File: src/design/rbf_pkg.sv
// Shared types and codes of the ring buffer FIFO.
`default_nettype none
package rbf_pkg;

  localparam int MODE_W = 3;
  localparam int DATA_W = 8;
  localparam int CNT_W  = 5;
  localparam int STAT_W = 2;
  localparam int CFG_W  = 6;

  localparam logic [MODE_W-1:0] MODE_PUT   = 3'd0;
  localparam logic [MODE_W-1:0] MODE_GET   = 3'd1;
  localparam logic [MODE_W-1:0] MODE_PEEK  = 3'd2;
  localparam logic [MODE_W-1:0] MODE_TAKE  = 3'd3;
  localparam logic [MODE_W-1:0] MODE_DROP  = 3'd4;
  localparam logic [MODE_W-1:0] MODE_FLUSH = 3'd5;

  localparam logic [STAT_W-1:0] STAT_OK    = 2'd0;
  localparam logic [STAT_W-1:0] STAT_FULL  = 2'd1;
  localparam logic [STAT_W-1:0] STAT_EMPTY = 2'd2;

  typedef enum logic [2:0] {
    ST_IDLE = 3'b001,
    ST_READ = 3'b010,
    ST_EMIT = 3'b100
  } ctrl_state_t;

  typedef struct packed {
    logic accept;
    logic read_step;
  } rbf_cmd_t;

  typedef struct packed {
    logic needs_read;
    logic last;
  } rbf_stat_t;

endpackage
`default_nettype wire

File: src/design/rbf_ram.sv
// Generic single-write, single-read RAM with registered read data.
`default_nettype none
module rbf_ram #(
  parameter int WIDTH = 8,
  parameter int DEPTH = 32
) (
  input  wire logic                     clk,
  input  wire logic                     wr_en,
  input  wire logic [$clog2(DEPTH)-1:0] wr_addr,
  input  wire logic [WIDTH-1:0]         wr_data,
  input  wire logic                     rd_en,
  input  wire logic [$clog2(DEPTH)-1:0] rd_addr,
  output logic      [WIDTH-1:0]         rd_data
);

  logic [WIDTH-1:0] mem [DEPTH];

  always_ff @(posedge clk) begin
    if (wr_en) begin
      mem[wr_addr] <= wr_data;
    end
    if (rd_en) begin
      rd_data <= mem[rd_addr];
    end
  end

endmodule
`default_nettype wire

File: src/design/rbf_ctrl.sv
// Request sequencer of the ring buffer FIFO.
`default_nettype none
module rbf_ctrl (
  input  wire logic               clk,
  input  wire logic               rst_n,
  input  wire logic               in_valid,
  output logic                    in_stall,
  output logic                    out_valid,
  input  wire logic               out_stall,
  input  wire rbf_pkg::rbf_stat_t stat,
  output rbf_pkg::rbf_cmd_t       cmd
);

  rbf_pkg::ctrl_state_t state_r, state_nxt;

  always_comb begin
    state_nxt     = state_r;
    in_stall      = 1'b1;
    out_valid     = 1'b0;
    cmd.accept    = 1'b0;
    cmd.read_step = 1'b0;
    case (state_r)
      rbf_pkg::ST_IDLE: begin
        in_stall = 1'b0;
        if (in_valid) begin
          cmd.accept = 1'b1;
          state_nxt  = stat.needs_read ? rbf_pkg::ST_READ : rbf_pkg::ST_EMIT;
        end
      end
      rbf_pkg::ST_READ: begin
        cmd.read_step = 1'b1;
        state_nxt     = rbf_pkg::ST_EMIT;
      end
      rbf_pkg::ST_EMIT: begin
        out_valid = 1'b1;
        if (!out_stall) begin
          state_nxt = stat.last ? rbf_pkg::ST_IDLE : rbf_pkg::ST_READ;
        end
      end
      default: begin
        state_nxt = rbf_pkg::ST_IDLE;
      end
    endcase
  end

  always_ff @(posedge clk) begin
    if (!rst_n) begin
      state_r <= rbf_pkg::ST_IDLE;
    end else begin
      state_r <= state_nxt;
    end
  end

endmodule
`default_nettype wire

File: src/design/rbf_dpath.sv
// Pointers, fill level, result registers and ring store of the FIFO.
`default_nettype none
module rbf_dpath #(
  parameter int DEPTH         = 32,
  parameter int ELEMENT_WIDTH = 8
) (
  input  wire logic                        clk,
  input  wire logic                        rst_n,
  input  wire logic                        cfg_wr_en,
  input  wire logic [rbf_pkg::CFG_W-1:0]   cfg_wr_data,
  input  wire logic [rbf_pkg::MODE_W-1:0]  in_mode,
  input  wire logic [rbf_pkg::DATA_W-1:0]  in_data_in,
  input  wire logic [rbf_pkg::CNT_W-1:0]   in_count,
  input  wire rbf_pkg::rbf_cmd_t           cmd,
  output rbf_pkg::rbf_stat_t               stat,
  output logic      [rbf_pkg::STAT_W-1:0]  out_status,
  output logic      [rbf_pkg::DATA_W-1:0]  out_data_out,
  output logic      [rbf_pkg::CNT_W-1:0]   out_done_count,
  output logic      [rbf_pkg::CNT_W-1:0]   out_fill_level,
  output logic                             out_last
);

  localparam int PTR_W    = $clog2(DEPTH);
  localparam int SZ_W     = PTR_W + 1;
  localparam int CNT_W    = rbf_pkg::CNT_W;
  localparam int DATA_W   = rbf_pkg::DATA_W;
  localparam int CFG_W    = rbf_pkg::CFG_W;
  localparam int CMP_W    = (SZ_W > CFG_W) ? SZ_W : CFG_W;
  localparam int NCMP_W   = (PTR_W > CNT_W) ? PTR_W : CNT_W;
  localparam int RST_SIZE = (DEPTH < 32) ? DEPTH : 32;

  logic [SZ_W-1:0]                 size_r, size_nxt;
  logic [PTR_W-1:0]                wp_r, wp_nxt;
  logic [PTR_W-1:0]                rp_r, rp_nxt;
  logic [PTR_W-1:0]                fill_r, fill_nxt;
  logic [PTR_W-1:0]                pos_r, pos_nxt;
  logic [PTR_W-1:0]                left_r, left_nxt;
  logic [PTR_W-1:0]                done_r, done_nxt;
  logic [rbf_pkg::STAT_W-1:0]      status_r, status_nxt;
  logic                            last_r, last_nxt;
  logic                            use_rd_r, use_rd_nxt;
  logic                            consume_r, consume_nxt;

  logic [CMP_W-1:0]                cfg_ext;
  logic [SZ_W-1:0]                 cfg_size;
  logic                            empty;
  logic                            full;
  logic [PTR_W-1:0]                n_req;
  logic [SZ_W-1:0]                 drop_sum;
  logic [PTR_W-1:0]                drop_rp;
  logic                            ram_wr_en;
  logic [ELEMENT_WIDTH-1:0]        ram_rd_data;

  function automatic logic [PTR_W-1:0] ring_inc(input logic [PTR_W-1:0] p,
                                                 input logic [SZ_W-1:0]  sz);
    logic [SZ_W-1:0] s;
    s        = SZ_W'(p) + SZ_W'(1);
    ring_inc = (s == sz) ? '0 : PTR_W'(s);
  endfunction

  always_comb begin
    cfg_ext = CMP_W'(cfg_wr_data);
    if (cfg_ext < CMP_W'(2)) begin
      cfg_size = SZ_W'(2);
    end else if (cfg_ext > CMP_W'(DEPTH)) begin
      cfg_size = SZ_W'(DEPTH);
    end else begin
      cfg_size = SZ_W'(cfg_ext);
    end
  end

  assign empty = (fill_r == '0);
  assign full  = (SZ_W'(fill_r) == size_r - SZ_W'(1));
  assign n_req = (NCMP_W'(in_count) < NCMP_W'(fill_r)) ? PTR_W'(in_count) : fill_r;

  always_comb begin
    drop_sum = SZ_W'(rp_r) + SZ_W'(n_req);
    drop_rp  = (drop_sum >= size_r) ? PTR_W'(drop_sum - size_r) : PTR_W'(drop_sum);
  end

  assign stat.needs_read = !empty &&
                           ((in_mode == rbf_pkg::MODE_GET) ||
                            (((in_mode == rbf_pkg::MODE_PEEK) ||
                              (in_mode == rbf_pkg::MODE_TAKE)) && (in_count != '0)));
  assign stat.last       = last_r;

  assign ram_wr_en = cmd.accept && (in_mode == rbf_pkg::MODE_PUT) && !full;

  always_comb begin
    size_nxt    = size_r;
    wp_nxt      = wp_r;
    rp_nxt      = rp_r;
    fill_nxt    = fill_r;
    pos_nxt     = pos_r;
    left_nxt    = left_r;
    done_nxt    = done_r;
    status_nxt  = status_r;
    last_nxt    = last_r;
    use_rd_nxt  = use_rd_r;
    consume_nxt = consume_r;
    if (cfg_wr_en) begin
      size_nxt = cfg_size;
      wp_nxt   = '0;
      rp_nxt   = '0;
      fill_nxt = '0;
    end else if (cmd.accept) begin
      status_nxt  = rbf_pkg::STAT_OK;
      done_nxt    = '0;
      last_nxt    = 1'b1;
      use_rd_nxt  = 1'b0;
      pos_nxt     = rp_r;
      left_nxt    = n_req;
      consume_nxt = (in_mode == rbf_pkg::MODE_TAKE);
      case (in_mode)
        rbf_pkg::MODE_PUT: begin
          if (full) begin
            status_nxt = rbf_pkg::STAT_FULL;
          end else begin
            wp_nxt   = ring_inc(wp_r, size_r);
            fill_nxt = fill_r + PTR_W'(1);
            done_nxt = PTR_W'(1);
          end
        end
        rbf_pkg::MODE_GET: begin
          consume_nxt = 1'b1;
          left_nxt    = PTR_W'(1);
          if (empty) begin
            status_nxt = rbf_pkg::STAT_EMPTY;
          end
        end
        rbf_pkg::MODE_PEEK, rbf_pkg::MODE_TAKE: begin
          if (empty) begin
            status_nxt = rbf_pkg::STAT_EMPTY;
          end
        end
        rbf_pkg::MODE_DROP: begin
          if (empty) begin
            status_nxt = rbf_pkg::STAT_EMPTY;
          end else begin
            rp_nxt   = drop_rp;
            fill_nxt = fill_r - n_req;
            done_nxt = n_req;
          end
        end
        rbf_pkg::MODE_FLUSH: begin
          wp_nxt   = '0;
          rp_nxt   = '0;
          fill_nxt = '0;
          done_nxt = fill_r;
        end
        default: begin
        end
      endcase
    end else if (cmd.read_step) begin
      // advance one element; the store returns it at the next edge
      use_rd_nxt = 1'b1;
      pos_nxt    = ring_inc(pos_r, size_r);
      done_nxt   = done_r + PTR_W'(1);
      left_nxt   = left_r - PTR_W'(1);
      last_nxt   = (left_r == PTR_W'(1));
      if (consume_r) begin
        rp_nxt   = ring_inc(pos_r, size_r);
        fill_nxt = fill_r - PTR_W'(1);
      end
    end
  end

  always_ff @(posedge clk) begin
    if (!rst_n) begin
      size_r    <= SZ_W'(RST_SIZE);
      wp_r      <= '0;
      rp_r      <= '0;
      fill_r    <= '0;
      last_r    <= 1'b1;
      consume_r <= 1'b0;
    end else begin
      size_r    <= size_nxt;
      wp_r      <= wp_nxt;
      rp_r      <= rp_nxt;
      fill_r    <= fill_nxt;
      last_r    <= last_nxt;
      consume_r <= consume_nxt;
    end
  end

  always_ff @(posedge clk) begin
    pos_r    <= pos_nxt;
    left_r   <= left_nxt;
    done_r   <= done_nxt;
    status_r <= status_nxt;
    use_rd_r <= use_rd_nxt;
  end

  rbf_ram #(
    .WIDTH (ELEMENT_WIDTH),
    .DEPTH (DEPTH)
  ) u_ram (
    .clk     (clk),
    .wr_en   (ram_wr_en),
    .wr_addr (wp_r),
    .wr_data (ELEMENT_WIDTH'(in_data_in)),
    .rd_en   (cmd.read_step),
    .rd_addr (pos_r),
    .rd_data (ram_rd_data)
  );

  assign out_status     = status_r;
  assign out_data_out   = use_rd_r ? DATA_W'(ram_rd_data) : '0;
  assign out_done_count = CNT_W'(done_r);
  assign out_fill_level = CNT_W'(fill_r);
  assign out_last       = last_r;

endmodule
`default_nettype wire

File: src/design/ring_buffer_fifo.sv
// Top level of the ring buffer FIFO.
//
// Ring buffer FIFO over a store of buffer_size slots (2..DEPTH, reset 32 or DEPTH if
// smaller), one slot kept empty, so at most buffer_size-1 words are held. Each input
// word is one request (put, get, peek n, take n, drop n, flush); every result word
// carries the fill level after it, and last marks the final result of a request.
// Requests are handled one at a time. Put, refused requests, drop, flush and unknown
// modes go from accept straight to the result. Get, and peek or take of n words, pass
// each word through the store's registered read port and then through the result
// register. An output stall holds the result word. Writing buffer_size clears both
// pointers; do it only while the FIFO is idle, as the block does not enforce it.
`default_nettype none
module ring_buffer_fifo #(
  parameter int DEPTH         = 32,
  parameter int ELEMENT_WIDTH = 8
) (
  input  wire logic                       clk,
  input  wire logic                       rst_n,
  input  wire logic                       cfg_wr_en,
  input  wire logic [rbf_pkg::CFG_W-1:0]  cfg_wr_data,
  input  wire logic                       in_valid,
  output logic                            in_stall,
  input  wire logic [rbf_pkg::MODE_W-1:0] in_mode,
  input  wire logic [rbf_pkg::DATA_W-1:0] in_data_in,
  input  wire logic [rbf_pkg::CNT_W-1:0]  in_count,
  output logic                            out_valid,
  input  wire logic                       out_stall,
  output logic      [rbf_pkg::STAT_W-1:0] out_status,
  output logic      [rbf_pkg::DATA_W-1:0] out_data_out,
  output logic      [rbf_pkg::CNT_W-1:0]  out_done_count,
  output logic      [rbf_pkg::CNT_W-1:0]  out_fill_level,
  output logic                            out_last
);

  rbf_pkg::rbf_cmd_t  cmd;
  rbf_pkg::rbf_stat_t stat;

  rbf_ctrl u_ctrl (
    .clk       (clk),
    .rst_n     (rst_n),
    .in_valid  (in_valid),
    .in_stall  (in_stall),
    .out_valid (out_valid),
    .out_stall (out_stall),
    .stat      (stat),
    .cmd       (cmd)
  );

  rbf_dpath #(
    .DEPTH         (DEPTH),
    .ELEMENT_WIDTH (ELEMENT_WIDTH)
  ) u_dpath (
    .clk            (clk),
    .rst_n          (rst_n),
    .cfg_wr_en      (cfg_wr_en),
    .cfg_wr_data    (cfg_wr_data),
    .in_mode        (in_mode),
    .in_data_in     (in_data_in),
    .in_count       (in_count),
    .cmd            (cmd),
    .stat           (stat),
    .out_status     (out_status),
    .out_data_out   (out_data_out),
    .out_done_count (out_done_count),
    .out_fill_level (out_fill_level),
    .out_last       (out_last)
  );

endmodule
`default_nettype wire

File: config.mk
export PLATFORM = sky130hd
export DESIGN_NAME = ring_buffer_fifo
export DESIGN_NICKNAME = d
export VERILOG_FILES = /design/src/design/rbf_pkg.sv /design/src/design/rbf_ram.sv /design/src/design/rbf_ctrl.sv /design/src/design/rbf_dpath.sv /design/src/design/ring_buffer_fifo.sv
export SDC_FILE = /design/constraint.sdc
export NUM_CORES = 1
export LEC_CHECK = 0
export BUFFER_PORTS_ARGS = -buffer_cell sky130_fd_sc_hd__buf_2
export CAP_MARGIN = 20
export CORE_ASPECT_RATIO = 1.25
export CORE_MARGIN = 4
export CORE_UTILIZATION = 60
export CTS_CLUSTER_DIAMETER = 40
export DETAILED_ROUTE_END_ITERATION = 10
export PLACE_DENSITY_LB_ADDON = 0.1
export SKIP_CTS_REPAIR_TIMING = 1
export SLEW_MARGIN = 10
export SYNTH_ARGS = -nofsm -noshare
export SYNTH_HDL_FRONTEND = slang
export SYNTH_HIERARCHICAL = 1
export SYNTH_SLANG_ARGS = --single-unit
File: constraint.sdc
create_clock -name clk -period 6.59 [get_ports clk]
set_input_delay 1.318 -clock clk [delete_from_list [all_inputs] [get_ports clk]]
set_output_delay 1.318 -clock clk [all_outputs]
set_load 0.02 [all_outputs]
==> out/summary.log <==
INFO  layout         multi_input_comb_area=4497µm²
INFO  place          placed_insts=1143
INFO  layout         seqCellArea=8989µm²
INFO  floorplan      placeableCoreArea=22440µm²
INFO  floorplan      row_count=61
INFO  grt            global_route.overflow_total=0
INFO  floorplan      die_w=143.7µm
INFO  setup_path     setup_crit_start_kind=input pin
INFO  logic_synthesis synth.yosys.warnings=6
INFO  worst_hold_path hp-class=flip-flop to flip-flop
INFO  layout         layout.nets=955
INFO  logic_synthesis netlist-cell-type-count=67
INFO  run_status     outcome=complete, no violations
INFO  grt            groute.layer.met2.usage=0.4165
INFO  drt            drt_first_iter_violations=838
INFO  drt            drt.antenna.violating_nets=0
INFO  cts            max-clock-path-buffers=3
INFO  drt            detail_route.drc_violations=0
INFO  timing         finalSetupViolations=0
INFO  cts            clk_transition_reported_paths=0.06ns
INFO  setup_path     setup.worst_path.class=input pin to flip-flop
INFO  drt            post_drt_via_cell_ratio=6.591
INFO  logic_synthesis netlist_area=13810µm²
INFO  logic_synthesis synth.avg_cell_area=16.37µm²
INFO  place          port_buffers=49
INFO  timing         tns=0ns
INFO  floorplan      starting_density=0.6156
INFO  logic_synthesis ys_ff_latch=308
INFO  timing         rsz0062_at_grt=no
INFO  logic_synthesis synth_flop_cell=sky130_fd_sc_hd__edfxtp_1
INFO  layout         n_antenna_cell=0
INFO  drt            detail_route.wl_per_cell=26.04µm
INFO  place          routabilityCongestion=0.9430
INFO  cts            numClockSinks=308
INFO  cts            source_to_sink_clock_delay_at_the_later_pin_of_the_worst_skew_pair=0.52ns
INFO  timing         slew_headroom=0.2044
INFO  layout         final-instance-count-excl-fill=1208
INFO  logic_synthesis syn-instance-count=844
INFO  grt            number_of_global_route_vias_before_repair=8086
INFO  timing         final_hold_viol_count=0
INFO  setup_path     r2r_cells=20
INFO  grt            grt_use_met1=0.3605
INFO  grt            grt_busiest_layer=met2
INFO  floorplan      die_height=177.6µm
INFO  timing         finalCriticalPeriod=5.390ns
INFO  grt            antenna_violations_before_repair=0
INFO  layout         syn2layout_area_growth=11.73%
INFO  worst_hold_path worst_hold_path.num_cells=1
INFO  drt            vias=7962
INFO  setup_path     worst_ep_arrival_time=5.79ns
INFO  grt            grt_max_degree=38
INFO  cts            cts-buffers-inserted=36
INFO  timing         finalMaxSlewViolations=0
INFO  grt            groute.layer.met3.usage=0.04070
INFO  drt            drt_first_pass_iters=6
INFO  layout         layout-drive-gt1-share=0.2378
INFO  setup_path     cp_data_required_time=6.99ns
INFO  grt            groute.usage.overall=0.2566
INFO  timing         tightest_slew=1.193ns
INFO  grt            grt_pass1_wl=48480µm
INFO  logic_synthesis number_of_enable_type_register_cells_in_the_synthesized_netlist=282
INFO  cts            clock_tree_from_tritoncts=done
INFO  flow_run       total_of_max_cap_violations=0
INFO  layout         postLayoutCellArea=15430µm²
INFO  layout         filler_cell_count=1473
INFO  pwr            p_per_area=296.5nW/µm²
INFO  cts            cts-htree-levels=2
INFO  logic_synthesis synth-seq-area-share=0.6507
INFO  logic_synthesis synthesis.nets=901
INFO  timing         skew=0.02067ns
INFO  timing         fmax=185.5MHz
INFO  drt            drt_wl_total=31450µm
INFO  logic_synthesis ys_async_sr_fraction=0
INFO  pwr            power.leakage=5.158nW
INFO  floorplan      floorplan.die_area=25530µm²
INFO  place          dp_hpwl=20940µm
INFO  setup_path     worst_setup_path_end_kind=flip-flop
INFO  place          postPlaceCellArea=14260µm²
INFO  cts            cts_root_buffer=sky130_fd_sc_hd__clkbuf_16
INFO  timing         period_share=0.8179
INFO  pwr            ir_worst_vdd=0.2210mV
INFO  setup_path     worst-path-max-fanout=8
INFO  floorplan      io-pin-count=50
-- registers in the layout (all words and copies together), names as in the netlist, 5 cells and up --
name and count:
u_dpath/u_ram/mem 256, u_dpath/u_ram/rd_data 8, u_dpath/size_r 6, u_dpath/left_r 5, u_dpath/out_done_count 5, u_dpath/out_fill_level 5, u_dpath/pos_r 5, u_dpath/rp_r 5
u_dpath/wp_r 5
-- logic make-up (layout without fill, tap and decap cells) --
group | count (synthesis) | in the layout | synth area share
flops | 308 | 308 | 0.6507
simple gates | 188 | 188 | 0.07011
compound gates | 112 | 112 | 0.05942
mux | 99 | 99 | 0.1454
buf+inv | 74 | 155 | 0.02409
xor+xnor | 33 | 33 | 0.02147
fa+ha+maj | 30 | 30 | 0.02880
-- cell usage in the layout (no fill, tap or decap), drive strengths merged, types with 6 or more instances in the layout --
cell type | Yosys | final
and2 | 15 | 15
xnor2 | 19 | 19
xor2 | 14 | 14
a22oi | 7 | 7
o22ai | 17 | 17
dfxtp | 26 | 26
clkbuf | 17 | 42
inv | 34 | 41
o21a | 10 | 10
nand3 | 14 | 14
or3 | 6 | 6
nand3b | 8 | 8
nand2 | 36 | 36
or3b | 7 | 7
nand2b | 7 | 7
nor2 | 59 | 59
o21ai | 18 | 18
buf | 23 | 56
edfxtp | 282 | 282
mux2 | 13 | 13
nor3 | 12 | 12
mux2i | 6 | 6
clkinv | 0 | 13
a21oi | 17 | 17
mux4 | 80 | 80
ha | 27 | 27
-- synth_stat cells (13+ instances only) --
library cell,n,share of area
sky130_fd_sc_hd__edfxtp_1,282,0.61
sky130_fd_sc_hd__mux4_2,80,0.13
sky130_fd_sc_hd__nor2_1,59,0.016
sky130_fd_sc_hd__nand2_1,36,0.0098
sky130_fd_sc_hd__inv_1,34,0.0092
sky130_fd_sc_hd__ha_1,27,0.024
sky130_fd_sc_hd__dfxtp_1,26,0.038
sky130_fd_sc_hd__xnor2_1,18,0.011
sky130_fd_sc_hd__clkbuf_1,17,0.0046
sky130_fd_sc_hd__o21ai_0,17,0.0062
sky130_fd_sc_hd__o22ai_1,17,0.0077
sky130_fd_sc_hd__and2_1,15,0.0068
sky130_fd_sc_hd__a21oi_1,14,0.0051
sky130_fd_sc_hd__nand3_1,14,0.0051
sky130_fd_sc_hd__xor2_1,14,0.0089
sky130_fd_sc_hd__mux2_2,13,0.011
-- path summary, 6_finish.rpt --
kind | from | to | slack, ns
worst max-delay path | in_count[1] | u_dpath/rp_r[3]$_SDFFE_PP0P_ | 1.20
worst min-delay path | u_ctrl/state_r[1]$_SDFFE_PN0P_ | u_ctrl/state_r[1]$_SDFFE_PN0P_ | 0.49
worst max register to register | u_dpath/out_fill_level[1]$_SDFFE_PP0P_ | u_dpath/rp_r[3]$_SDFFE_PP0P_ | 1.34
worst min register to register | u_ctrl/state_r[1]$_SDFFE_PN0P_ | u_ctrl/state_r[1]$_SDFFE_PN0P_ | 0.49
-- through the flow --
step	hold slack (ns)	worst slack (ns)	util	total power, mW
floorplan	0.4322	1.347	-	2.538
global placement	0.4415	0.9484	0.6357	2.670
detailed placement	0.4716	0.7356	0.6357	2.685
CTS	0.4794	1.257	0.6878	4.615
global route	0.5062	0.8856	0.6878	4.751
finish	0.4931	1.200	0.6878	4.576
-- cell type report --
class / count / area share
clock buffers: 42 / 0.06121
clock inverters: 23 / 0.01451
inverters: 34 / 0.008269
multi-input cells: 462 / 0.2914
flip-flops and latches: 308 / 0.5824
well taps: 283 / 0.02294
repair buffers: 56 / 0.01929
-- power by group --
| group | switching (mW) | internal [mW] | leakage (nW) |
|---|---|---|---|
| clock network | 0.768 | 1.16 | 0.574 |
| logic | 0.268 | 0.193 | 1.83 |
| registers | 0.0283 | 2.16 | 2.75 |
| total | 1.06 | 3.51 | 5.16 |
-- metal layers --
| metal | routed length [µm] | share of wire | vias to the layer above |
|---|---|---|---|
| met5 | 0 | 0 | - |
| met4 | 966 | 0.031 | 0 |
| met3 | 2024 | 0.064 | 75 |
| met2 | 15580 | 0.50 | 347 |
| met1 | 12880 | 0.41 | 4080 |
| li1 | - | - | 3460 |
-- worst max-delay path, stage by stage --
cell                       delay (ns)
sky130_fd_sc_hd__buf_2           0.12
sky130_fd_sc_hd__ha_1            0.31
sky130_fd_sc_hd__a2111o_1        0.40
sky130_fd_sc_hd__a21oi_2         0.41
sky130_fd_sc_hd__mux2i_1         0.39
sky130_fd_sc_hd__inv_1           0.09
sky130_fd_sc_hd__ha_1            0.20
sky130_fd_sc_hd__inv_1           0.07
sky130_fd_sc_hd__fa_1            0.20
sky130_fd_sc_hd__nor2b_1         0.06
sky130_fd_sc_hd__o21a_1          0.17
sky130_fd_sc_hd__or3_1           0.32
sky130_fd_sc_hd__and2_1          0.17
sky130_fd_sc_hd__ha_1            0.31
sky130_fd_sc_hd__and3_1          0.18
sky130_fd_sc_hd__a311oi_1        0.09
sky130_fd_sc_hd__a21oi_1         0.45
sky130_fd_sc_hd__mux2i_1         0.24
sky130_fd_sc_hd__o22ai_1         0.08
sky130_fd_sc_hd__o21a_1          0.18
Note: power is estimated with default switching activity, not from simulation.
